`src/sv/hfa_pkg.sv`:
```
// Shared types and constants for the hole fit allocator.
// No dependencies; every other file depends on this package.
`timescale 1ns / 1ps
`default_nettype none

package hfa_pkg;

	// Table geometry
	localparam int HOLE_BITS = 6;
	localparam int HOLES     = 1 << HOLE_BITS;
	localparam int SIZE_BITS = 16;
	localparam int CNT_BITS  = HOLE_BITS + 1;

	// Configuration port
	localparam int CFG_INDEX_BITS = 1;
	localparam int CFG_DATA_BITS  = 7;
	localparam logic [CFG_INDEX_BITS-1:0] CFG_FIT_POLICY   = 1'd0;
	localparam logic [CFG_INDEX_BITS-1:0] CFG_ACTIVE_HOLES = 1'd1;

	typedef enum logic [1:0] {
		ACT_LOAD    = 2'd0,
		ACT_RESTORE = 2'd1,
		ACT_ALLOC   = 2'd2,
		ACT_READ    = 2'd3
	} action_t;

	typedef enum logic [1:0] {
		FIT_FIRST = 2'd0,
		FIT_BEST  = 2'd1,
		FIT_WORST = 2'd2
	} fit_policy_t;

	localparam logic KIND_ALLOC = 1'b0;
	localparam logic KIND_READ  = 1'b1;

	typedef enum logic [2:0] {
		ST_IDLE,
		ST_COPY,
		ST_SCAN,
		ST_UPDATE,
		ST_READ,
		ST_EMIT
	} state_t;

	// One write into a size table
	typedef struct packed {
		logic                 we;
		logic [HOLE_BITS-1:0] addr;
		logic [SIZE_BITS-1:0] data;
	} tbl_wr_t;

endpackage

`default_nettype wire

```
`src/sv/hfa_if.sv`:
```
// Valid/ready channels for requests into and results out of the allocator.
// Depends on hfa_pkg for field widths.
`timescale 1ns / 1ps
`default_nettype none

interface hfa_req_if;
	logic                          valid;
	logic                          ready;
	logic [1:0]                    action;
	logic [hfa_pkg::HOLE_BITS-1:0] hole_slot;
	logic [hfa_pkg::SIZE_BITS-1:0] size_value;

	modport source (output valid, action, hole_slot, size_value, input ready);
	modport sink   (input valid, action, hole_slot, size_value, output ready);
endinterface

interface hfa_rsp_if;
	logic                          valid;
	logic                          ready;
	logic                          result_kind;
	logic                          granted;
	logic [hfa_pkg::HOLE_BITS-1:0] chosen_hole;
	logic [hfa_pkg::SIZE_BITS-1:0] remaining_size;

	modport source (output valid, result_kind, granted, chosen_hole, remaining_size,
		input ready);
	modport sink   (input valid, result_kind, granted, chosen_hole, remaining_size,
		output ready);
endinterface

`default_nettype wire

```
`src/sv/hfa_store.sv`:
```
// Loaded and working hole size tables, one write and one registered read each.
// Depends on hfa_pkg.
`timescale 1ns / 1ps
`default_nettype none

module hfa_store (
	input  wire logic                          clk,
	input  wire hfa_pkg::tbl_wr_t              ld_wr,
	input  wire logic [hfa_pkg::HOLE_BITS-1:0] ld_rd_addr,
	output logic      [hfa_pkg::SIZE_BITS-1:0] ld_rd_data,
	input  wire hfa_pkg::tbl_wr_t              wk_wr,
	input  wire logic [hfa_pkg::HOLE_BITS-1:0] wk_rd_addr,
	output logic      [hfa_pkg::SIZE_BITS-1:0] wk_rd_data
);
	import hfa_pkg::*;

	logic [SIZE_BITS-1:0] loaded_mem  [HOLES];
	logic [SIZE_BITS-1:0] working_mem [HOLES];

	// Loaded sizes
	always_ff @(posedge clk) begin
		if (ld_wr.we) begin
			loaded_mem[ld_wr.addr] <= ld_wr.data;
		end
		ld_rd_data <= loaded_mem[ld_rd_addr];
	end

	// Working sizes
	always_ff @(posedge clk) begin
		if (wk_wr.we) begin
			working_mem[wk_wr.addr] <= wk_wr.data;
		end
		wk_rd_data <= working_mem[wk_rd_addr];
	end

endmodule

`default_nettype wire

```
`src/sv/hole_fit_allocator_unit.sv`:
```
// Top level of the hole fit allocator: sequencer, scan compare unit, output register.
// Depends on hfa_pkg, hfa_if (hfa_req_if, hfa_rsp_if) and hfa_store.
//
//   channel  dir  handshake      payload
//   req      in   valid/ready    action, hole_slot, size_value
//   rsp      out  valid/ready    result_kind, granted, chosen_hole, remaining_size
//   cfg      in   cfg_wr_en      cfg_index, cfg_wdata (no read-back)
//
// One request at a time; req.ready is high only while the sequencer is idle.
// Load writes the loaded table in the accept cycle; read passes through ST_READ and ST_EMIT.
// Allocate scans min(active_holes, 64) entries, then writes back the pick if one fits: one
// working-table read port, one entry per cycle through a single compare unit. Restore
// copies all 64 entries, one entry per cycle. A stalled result holds the sequencer in
// its last state until the output register is free. Reset clears the policy and count.
`timescale 1ns / 1ps
`default_nettype none

module hole_fit_allocator_unit (
	input  wire logic                               clk,
	input  wire logic                               arst_n,
	input  wire logic                               cfg_wr_en,
	input  wire logic [hfa_pkg::CFG_INDEX_BITS-1:0] cfg_index,
	input  wire logic [hfa_pkg::CFG_DATA_BITS-1:0]  cfg_wdata,
	hfa_req_if.sink                                 req,
	hfa_rsp_if.source                               rsp
);
	import hfa_pkg::*;

	localparam logic [CNT_BITS-1:0] HOLES_CNT = CNT_BITS'(HOLES);

	state_t state_q, state_nxt;

	logic [1:0]          fit_policy_q;
	logic [CNT_BITS-1:0] active_holes_q;
	logic [CNT_BITS-1:0] scan_n;

	logic [CNT_BITS-1:0]  cnt_q;
	logic                 vld_s1;
	logic [HOLE_BITS-1:0] idx_s1;
	logic                 found_q;
	logic [HOLE_BITS-1:0] pick_q;
	logic [SIZE_BITS-1:0] best_q;
	logic [SIZE_BITS-1:0] req_size_q;
	logic [HOLE_BITS-1:0] slot_q;

	logic                 res_grant_q;
	logic                 res_kind_q;
	logic [HOLE_BITS-1:0] res_hole_q;
	logic [SIZE_BITS-1:0] res_size_q;

	logic                 out_valid_q;
	logic                 out_kind_q;
	logic                 out_grant_q;
	logic [HOLE_BITS-1:0] out_hole_q;
	logic [SIZE_BITS-1:0] out_size_q;

	logic accept;
	logic issue;
	logic emit;
	logic take;
	logic fits;

	tbl_wr_t              ld_wr, wk_wr;
	logic [HOLE_BITS-1:0] ld_rd_addr, wk_rd_addr;
	logic [SIZE_BITS-1:0] ld_rd_data, wk_rd_data;
	logic [SIZE_BITS-1:0] left_size;

	hfa_store u_store (
		.clk        (clk),
		.ld_wr      (ld_wr),
		.ld_rd_addr (ld_rd_addr),
		.ld_rd_data (ld_rd_data),
		.wk_wr      (wk_wr),
		.wk_rd_addr (wk_rd_addr),
		.wk_rd_data (wk_rd_data)
	);

	// Clamp the scan length to the table depth
	assign scan_n = (active_holes_q > HOLES_CNT) ? HOLES_CNT : active_holes_q;

	// Compare unit: does the entry fit, and does it beat the current pick
	assign fits = (wk_rd_data >= req_size_q);
	always_comb begin
		take = 1'b0;
		if (state_q == ST_SCAN && vld_s1 && fits) begin
			if (!found_q) begin
				take = 1'b1;
			end else if (fit_policy_q == FIT_BEST) begin
				take = (wk_rd_data < best_q);
			end else if (fit_policy_q == FIT_WORST) begin
				take = (wk_rd_data > best_q);
			end
		end
	end

	assign left_size = best_q - req_size_q;

	// Configuration writes
	always_ff @(posedge clk or negedge arst_n) begin
		if (!arst_n) begin
			fit_policy_q   <= FIT_FIRST;
			active_holes_q <= '0;
		end else if (cfg_wr_en) begin
			unique case (cfg_index)
				CFG_FIT_POLICY:   fit_policy_q   <= cfg_wdata[1:0];
				CFG_ACTIVE_HOLES: active_holes_q <= cfg_wdata[CNT_BITS-1:0];
				default: ;
			endcase
		end
	end

	// State register
	always_ff @(posedge clk or negedge arst_n) begin
		if (!arst_n) begin
			state_q <= ST_IDLE;
		end else begin
			state_q <= state_nxt;
		end
	end

	// Next state, table ports and handshake
	always_comb begin
		state_nxt  = state_q;
		req.ready  = 1'b0;
		accept     = 1'b0;
		issue      = 1'b0;
		emit       = 1'b0;
		ld_wr      = '0;
		wk_wr      = '0;
		ld_rd_addr = cnt_q[HOLE_BITS-1:0];
		wk_rd_addr = cnt_q[HOLE_BITS-1:0];
		unique case (state_q)
			ST_IDLE: begin
				req.ready  = 1'b1;
				accept     = req.valid;
				wk_rd_addr = req.hole_slot;
				if (accept) begin
					unique case (action_t'(req.action))
						ACT_LOAD: begin
							ld_wr.we   = 1'b1;
							ld_wr.addr = req.hole_slot;
							ld_wr.data = req.size_value;
						end
						ACT_RESTORE: state_nxt = ST_COPY;
						ACT_ALLOC:   state_nxt = ST_SCAN;
						ACT_READ:    state_nxt = ST_READ;
						default: ;
					endcase
				end
			end
			ST_COPY: begin
				issue      = (cnt_q < HOLES_CNT);
				wk_wr.we   = vld_s1;
				wk_wr.addr = idx_s1;
				wk_wr.data = ld_rd_data;
				if (!issue && !vld_s1) begin
					state_nxt = ST_IDLE;
				end
			end
			ST_SCAN: begin
				issue = (cnt_q < scan_n);
				if (!issue && !vld_s1) begin
					state_nxt = ST_UPDATE;
				end
			end
			ST_UPDATE: begin
				wk_wr.we   = found_q;
				wk_wr.addr = pick_q;
				wk_wr.data = left_size;
				state_nxt  = ST_EMIT;
			end
			ST_READ: begin
				state_nxt = ST_EMIT;
			end
			ST_EMIT: begin
				emit = !out_valid_q || rsp.ready;
				if (emit) begin
					state_nxt = ST_IDLE;
				end
			end
			default: state_nxt = ST_IDLE;
		endcase
	end

	// Scan and copy control
	always_ff @(posedge clk or negedge arst_n) begin
		if (!arst_n) begin
			cnt_q   <= '0;
			vld_s1  <= 1'b0;
			found_q <= 1'b0;
		end else if (accept) begin
			cnt_q   <= '0;
			vld_s1  <= 1'b0;
			found_q <= 1'b0;
		end else begin
			vld_s1 <= issue;
			if (issue) begin
				cnt_q <= cnt_q + 1'b1;
			end
			if (take) begin
				found_q <= 1'b1;
			end
		end
	end

	// Request fields, pick tracking and result staging
	always_ff @(posedge clk) begin
		idx_s1 <= cnt_q[HOLE_BITS-1:0];
		if (accept) begin
			req_size_q <= req.size_value;
			slot_q     <= req.hole_slot;
		end
		if (take) begin
			pick_q <= idx_s1;
			best_q <= wk_rd_data;
		end
		if (state_q == ST_UPDATE) begin
			res_kind_q  <= KIND_ALLOC;
			res_grant_q <= found_q;
			res_hole_q  <= found_q ? pick_q : '0;
			res_size_q  <= found_q ? left_size : '0;
		end
		if (state_q == ST_READ) begin
			res_kind_q  <= KIND_READ;
			res_grant_q <= 1'b0;
			res_hole_q  <= slot_q;
			res_size_q  <= wk_rd_data;
		end
	end

	// Output register valid
	always_ff @(posedge clk or negedge arst_n) begin
		if (!arst_n) begin
			out_valid_q <= 1'b0;
		end else if (emit) begin
			out_valid_q <= 1'b1;
		end else if (rsp.ready) begin
			out_valid_q <= 1'b0;
		end
	end

	// Output register payload
	always_ff @(posedge clk) begin
		if (emit) begin
			out_kind_q  <= res_kind_q;
			out_grant_q <= res_grant_q;
			out_hole_q  <= res_hole_q;
			out_size_q  <= res_size_q;
		end
	end

	assign rsp.valid          = out_valid_q;
	assign rsp.result_kind    = out_kind_q;
	assign rsp.granted        = out_grant_q;
	assign rsp.chosen_hole    = out_hole_q;
	assign rsp.remaining_size = out_size_q;

endmodule

`default_nettype wire
```
`src/flat_wrapper.sv`:
```
// flat-port wrapper written by rule: the top's interface ports become plain ports
module hole_fit_allocator_unit_flat import hfa_pkg::*;
  (clk, arst_n, cfg_wr_en, cfg_index, cfg_wdata, req_valid, req_action, req_hole_slot, req_size_value, req_ready, rsp_valid, rsp_result_kind, rsp_granted, rsp_chosen_hole, rsp_remaining_size, rsp_ready);
  hfa_req_if req_i ();
  hfa_rsp_if rsp_i ();
  input  wire logic clk;
  input  wire logic arst_n;
  input  wire logic cfg_wr_en;
  input  wire logic [hfa_pkg::CFG_INDEX_BITS-1:0] cfg_index;
  input  wire logic [hfa_pkg::CFG_DATA_BITS-1:0] cfg_wdata;
  input wire logic [$bits(req_i.valid)-1:0] req_valid;
  input wire logic [$bits(req_i.action)-1:0] req_action;
  input wire logic [$bits(req_i.hole_slot)-1:0] req_hole_slot;
  input wire logic [$bits(req_i.size_value)-1:0] req_size_value;
  output wire logic [$bits(req_i.ready)-1:0] req_ready;
  output wire logic [$bits(rsp_i.valid)-1:0] rsp_valid;
  output wire logic [$bits(rsp_i.result_kind)-1:0] rsp_result_kind;
  output wire logic [$bits(rsp_i.granted)-1:0] rsp_granted;
  output wire logic [$bits(rsp_i.chosen_hole)-1:0] rsp_chosen_hole;
  output wire logic [$bits(rsp_i.remaining_size)-1:0] rsp_remaining_size;
  input wire logic [$bits(rsp_i.ready)-1:0] rsp_ready;
  assign req_i.valid = req_valid;
  assign req_i.action = req_action;
  assign req_i.hole_slot = req_hole_slot;
  assign req_i.size_value = req_size_value;
  assign req_ready = req_i.ready;
  assign rsp_valid = rsp_i.valid;
  assign rsp_result_kind = rsp_i.result_kind;
  assign rsp_granted = rsp_i.granted;
  assign rsp_chosen_hole = rsp_i.chosen_hole;
  assign rsp_remaining_size = rsp_i.remaining_size;
  assign rsp_i.ready = rsp_ready;
  hole_fit_allocator_unit u_core (.clk(clk), .arst_n(arst_n), .cfg_wr_en(cfg_wr_en), .cfg_index(cfg_index), .cfg_wdata(cfg_wdata), .req(req_i), .rsp(rsp_i));
endmodule
```
`config.mk`:
```
export PLATFORM = sky130hd
export DESIGN_NAME = hole_fit_allocator_unit_flat
export DESIGN_NICKNAME = d
export VERILOG_FILES = /design/src/sv/hfa_pkg.sv /design/src/sv/hfa_if.sv /design/src/sv/hfa_store.sv /design/src/sv/hole_fit_allocator_unit.sv /design/src/flat_wrapper.sv
export SDC_FILE = /design/constraint.sdc
export NUM_CORES = 2
export LEC_CHECK = 0
export ABC_AREA = 1
export BUFFER_PORTS_ARGS = -buffer_cell sky130_fd_sc_hd__buf_2
export CAP_MARGIN = 20
export CORE_ASPECT_RATIO = 1.2
export CORE_UTILIZATION = 40
export CTS_CLUSTER_DIAMETER = 100
export DETAILED_ROUTE_END_ITERATION = 16
export PLACE_DENSITY = 0.64
export SLEW_MARGIN = 10
export SYNTH_ARGS = -nofsm -noshare
export SYNTH_HDL_FRONTEND = slang
export SYNTH_SLANG_ARGS = --single-unit
```
`constraint.sdc`:
```
create_clock -name clk -period 9.8 [get_ports clk]
set_input_delay 1.96 -clock clk [delete_from_list [all_inputs] [get_ports clk]]
set_output_delay 1.96 -clock clk [all_outputs]
set_load 0.1 [all_outputs]
```
==> impl_metrics.py <==
metrics = {
    "status": {
        "status": "complete, no violations",
    },
    "finish": {
        "final_net_count": 8219,
        "layout_commonest_cell": "edfxtp_1",
        "layout-drive-gt1-share": 0.0800,
        "final_cell_count_no_fill": 11311,
        "post-route-util": 0.453,
        "layout_common_cells": "edfxtp_1 (2138), nand2_1 (1285), nand3_1 (1220)",
        "n_fill_cell": 20437,
        "syn_to_final_growth_pct": 12.2,
    },
    "synth": {
        "synth_xor_area_frac": 0.00133,
        "yosysUniqueCellTypes": 45,
        "synthAdderAreaFrac": 0.00809,
        "synth_top_family_by_area": "simple AND/OR/NAND/NOR gates",
        "ys_ff_latch": 2200,
        "avgSynthCellArea_um2": 11.4,
        "synth_seq_area_share": 0.711,
        "ys.flop_type": "edfxtp_1",
        "synthMuxAreaShare": 0.000489,
        "synth-edff-count": 2138,
        "syn_inst": 8085,
        "synth-async-reset-ratio": 0.0100,
        "synth-compound-area-share": 0.0584,
        "syn-num-nets": 8181,
        "syn_area_um2": 92200,
        "yosys_warnings": 0,
        "yosys.area_share.simple": 0.153,
    },
    "cts": {
        "numCtsBuffers": 214,
        "worstSkewPairLatency_ps": 870,
        "cts_resized": 0,
        "postCtsSetupRepairBufs": 0,
        "clk_path_buf_depth": 3,
        "cts_tree": "built",
        "root_buffer": "clkbuf_16",
        "postCtsHoldBufs": 0,
        "cts.clk_slew.worst_paths_ps": 60,
        "cts.sinks": 2200,
        "htree_levels": 4,
    },
    "power_and_ir_drop": {
        "power.leakage_uw": 0.0377,
        "p_per_area_nw_per_um2": 289,
        "max-vdd-ir-drop_uv": 347,
    },
    "setup_path": {
        "cpMaxStageDelayCell": "buf_4",
        "critPathLaunchType": "input pin",
        "crit_type": "input pin to flop",
        "r2r_start": "u_core.cnt_q[0]",
        "setup.worst_path.end_class": "flop",
        "crit_fanout": 67,
        "reg2reg_depth": 13,
        "path_common_cell": "nand3_1",
        "crit_chain": "buf_2, inv_1, nand3_4, nand2_4, buf_4, buf_4, nand2_1, nand3_1, nand3_1, nand3_1, nand3_1, nand3_1, nand2_1",
        "cp.required_ps": 10550,
        "rrSetupSlack_ps": 4620,
        "arrival_ps": 6070,
        "timing.rr.end": "u_core.u_store.wk_rd_data[8]",
        "max_stage_delay_ps": 710,
    },
    "die": {
        "start_util": 0.403,
        "num_rows": 192,
        "die_w_um": 440,
        "fp.dieH_um": 528,
        "fp.coreArea_um2": 228000,
        "dieArea_um2": 232000,
        "ios": 63,
    },
    "sta": {
        "final_max_slew_viol_count": 0,
        "fin_ws_ps": 4480,
        "setup_violations": 0,
        "max_freq_mhz": 188,
        "slew_headroom": 0.211,
        "finalCritPeriodShare": 0.542,
        "hold_viol_final": 0,
        "worst_pin_slew_ps": 1180,
        "tns_ps": 0,
        "fin_crit_ps": 5320,
        "whs_ps": 414,
        "fin_skew_ps": 73.2,
        "rsz0062_at_grt": "false",
    },
    "route": {
        "wl_met1_um": 99800,
        "drt_iter0_drc": 7320,
        "drc": 0,
        "dr_wl_met3_um": 19900,
        "drt.antenna.violating_nets": 0,
        "wl_per_cell_um": 22.9,
        "wl_um": 260000,
        "wl_met2_um": 127000,
        "top_layer_used": "met4",
        "first_pass_iters": 6,
        "vias": 61474,
        "vias_per_cell": 5.43,
    },
    "hold_path": {
        "min_from": "u_core.res_size_q[9]",
        "hp-class": "flop to flop",
        "min_to": "u_core.rsp.remaining_size[9]",
        "holdPathStages": 0,
    },
    "place": {
        "hpwl_um": 148000,
        "dp_cells": 10914,
        "place.gp.congestion": 0.882,
        "pre_cts_slack_ps": 3710,
        "io_buffers": 62,
    },
    "grt": {
        "grt_max_degree": 182,
        "grt_pass1_vias": 58763,
        "grt_overflow": 0,
        "grtUsageTotal": 0.219,
        "grt_antenna_before_repair": 9,
        "grt_pass1_wl_um": 380000,
    },
    "run": {
        "max_cap_viol_count": 0,
    },
}
## critical path, delay by kind of cell
family,cells,cell delay [ps]
simple gates,9,2210
buf+inv,4,1740
## cell type report
| type | instances | area, um2 | area share |
|---|---|---|---|
| multi-input cells | 4338 | 20800 | 0.201 |
| repair buffers | 273 | 1990 | 0.0193 |
| well taps | 3007 | 3760 | 0.0364 |
| clock inverters | 122 | 1350 | 0.0131 |
| diodes | 3 | 7.51 | 0.0000726 |
| clock buffers | 272 | 5790 | 0.0560 |
| inverters | 1096 | 4130 | 0.0400 |
| flip-flops and latches | 2200 | 65600 | 0.634 |
## sequential cells by signal (all words and copies together) (netlist names), 6 cells and up
name	flops
u_core.idx_s1	6
u_core.res_size_q	16
u_core.pick_q	6
u_core.u_store.wk_rd_data	16
u_core.active_holes_q	7
u_core.cnt_q	7
u_core.u_store.loaded_mem	1024
u_core.best_q	16
u_core.rsp.chosen_hole	6
u_core.u_store.working_mem	1024
u_core.rsp.remaining_size	16
u_core.slot_q	6
u_core.u_store.ld_rd_data	16
u_core.req_size_q	16
u_core.res_hole_q	6
## routing by layer
metal | GRT usage | vias up
met1 | 0.276 | 30201
met3 | 0.0335 | 544
met5 | 0 | -
met4 | 0.104 | 0
met2 | 0.368 | 2853
li1 | - | 27876
## power breakdown
part / internal [uW] / total (uW) / switching [uW]
Sequential: 11300 / 11600 / 301
Combinational: 2330 / 9870 / 7530
Clock: 4760 / 8340 / 3570
Total: 18400 / 29800 / 11400
## cells by family (layout without fill, tap and decap cells)
| logic type | Yosys count | in the layout |
|---|---|---|
| AOI/OAI and AO/OA | 940 | 940 |
| xor gates and xnor gates | 14 | 14 |
| adders and majority gates | 59 | 59 |
| buffers and inverters | 1547 | 1763 |
| DFF | 2200 | 2200 |
| muxes | 4 | 4 |
| other | 0 | 3 |
| and+or+nand+nor | 3321 | 3321 |
## worst max-delay path by stage
stage / startpoint / endpoint / slack, ps / depth (start not counted)
finish: req_hole_slot[0] / u_core.u_store.wk_rd_data[8] / 4480 / 13
global route: req_hole_slot[0] / u_core.u_store.wk_rd_data[4] / 4340 / 13
CTS: req_hole_slot[0] / u_core.u_store.wk_rd_data[1] / 4630 / 13
detailed placement: req_hole_slot[0] / u_core.u_store.wk_rd_data[1] / 3710 / 13
global placement: req_hole_slot[0] / u_core.u_store.wk_rd_data[2] / 3790 / 13
floorplan: req_valid / u_core.u_store.loaded_mem[0][10] / 4780 / 6
## synthesized netlist by cell type, drive strengths merged, types with 11 or more instances
| cell type | n | area, um2 |
|---|---|---|
| xor2 | 11 | 96.3 |
| ha | 58 | 726 |
| clkbuf | 173 | 649 |
| o22ai | 155 | 970 |
| edfxtp | 2138 | 64200 |
| o221ai | 54 | 473 |
| buf | 278 | 1420 |
| a21oi | 61 | 305 |
| nand3 | 1222 | 6120 |
| nor3 | 15 | 85.1 |
| nand4 | 29 | 181 |
| o21ai | 571 | 2880 |
| inv | 1094 | 4110 |
| o211ai | 76 | 571 |
| dfrtp | 22 | 551 |
| nor2 | 755 | 2850 |
| nand2 | 1296 | 4880 |
| dfxtp | 40 | 801 |
## metrics by stage
step | power [uW] | area, um2
after floorplan | 18100 | 92200
after global placement | 21400 | 96200
after detailed placement | 21600 | 96200
after CTS | 29900 | 103000
after global routing | 31100 | 103000
final | 29800 | 103000
Power figures use the tool's default switching activity.
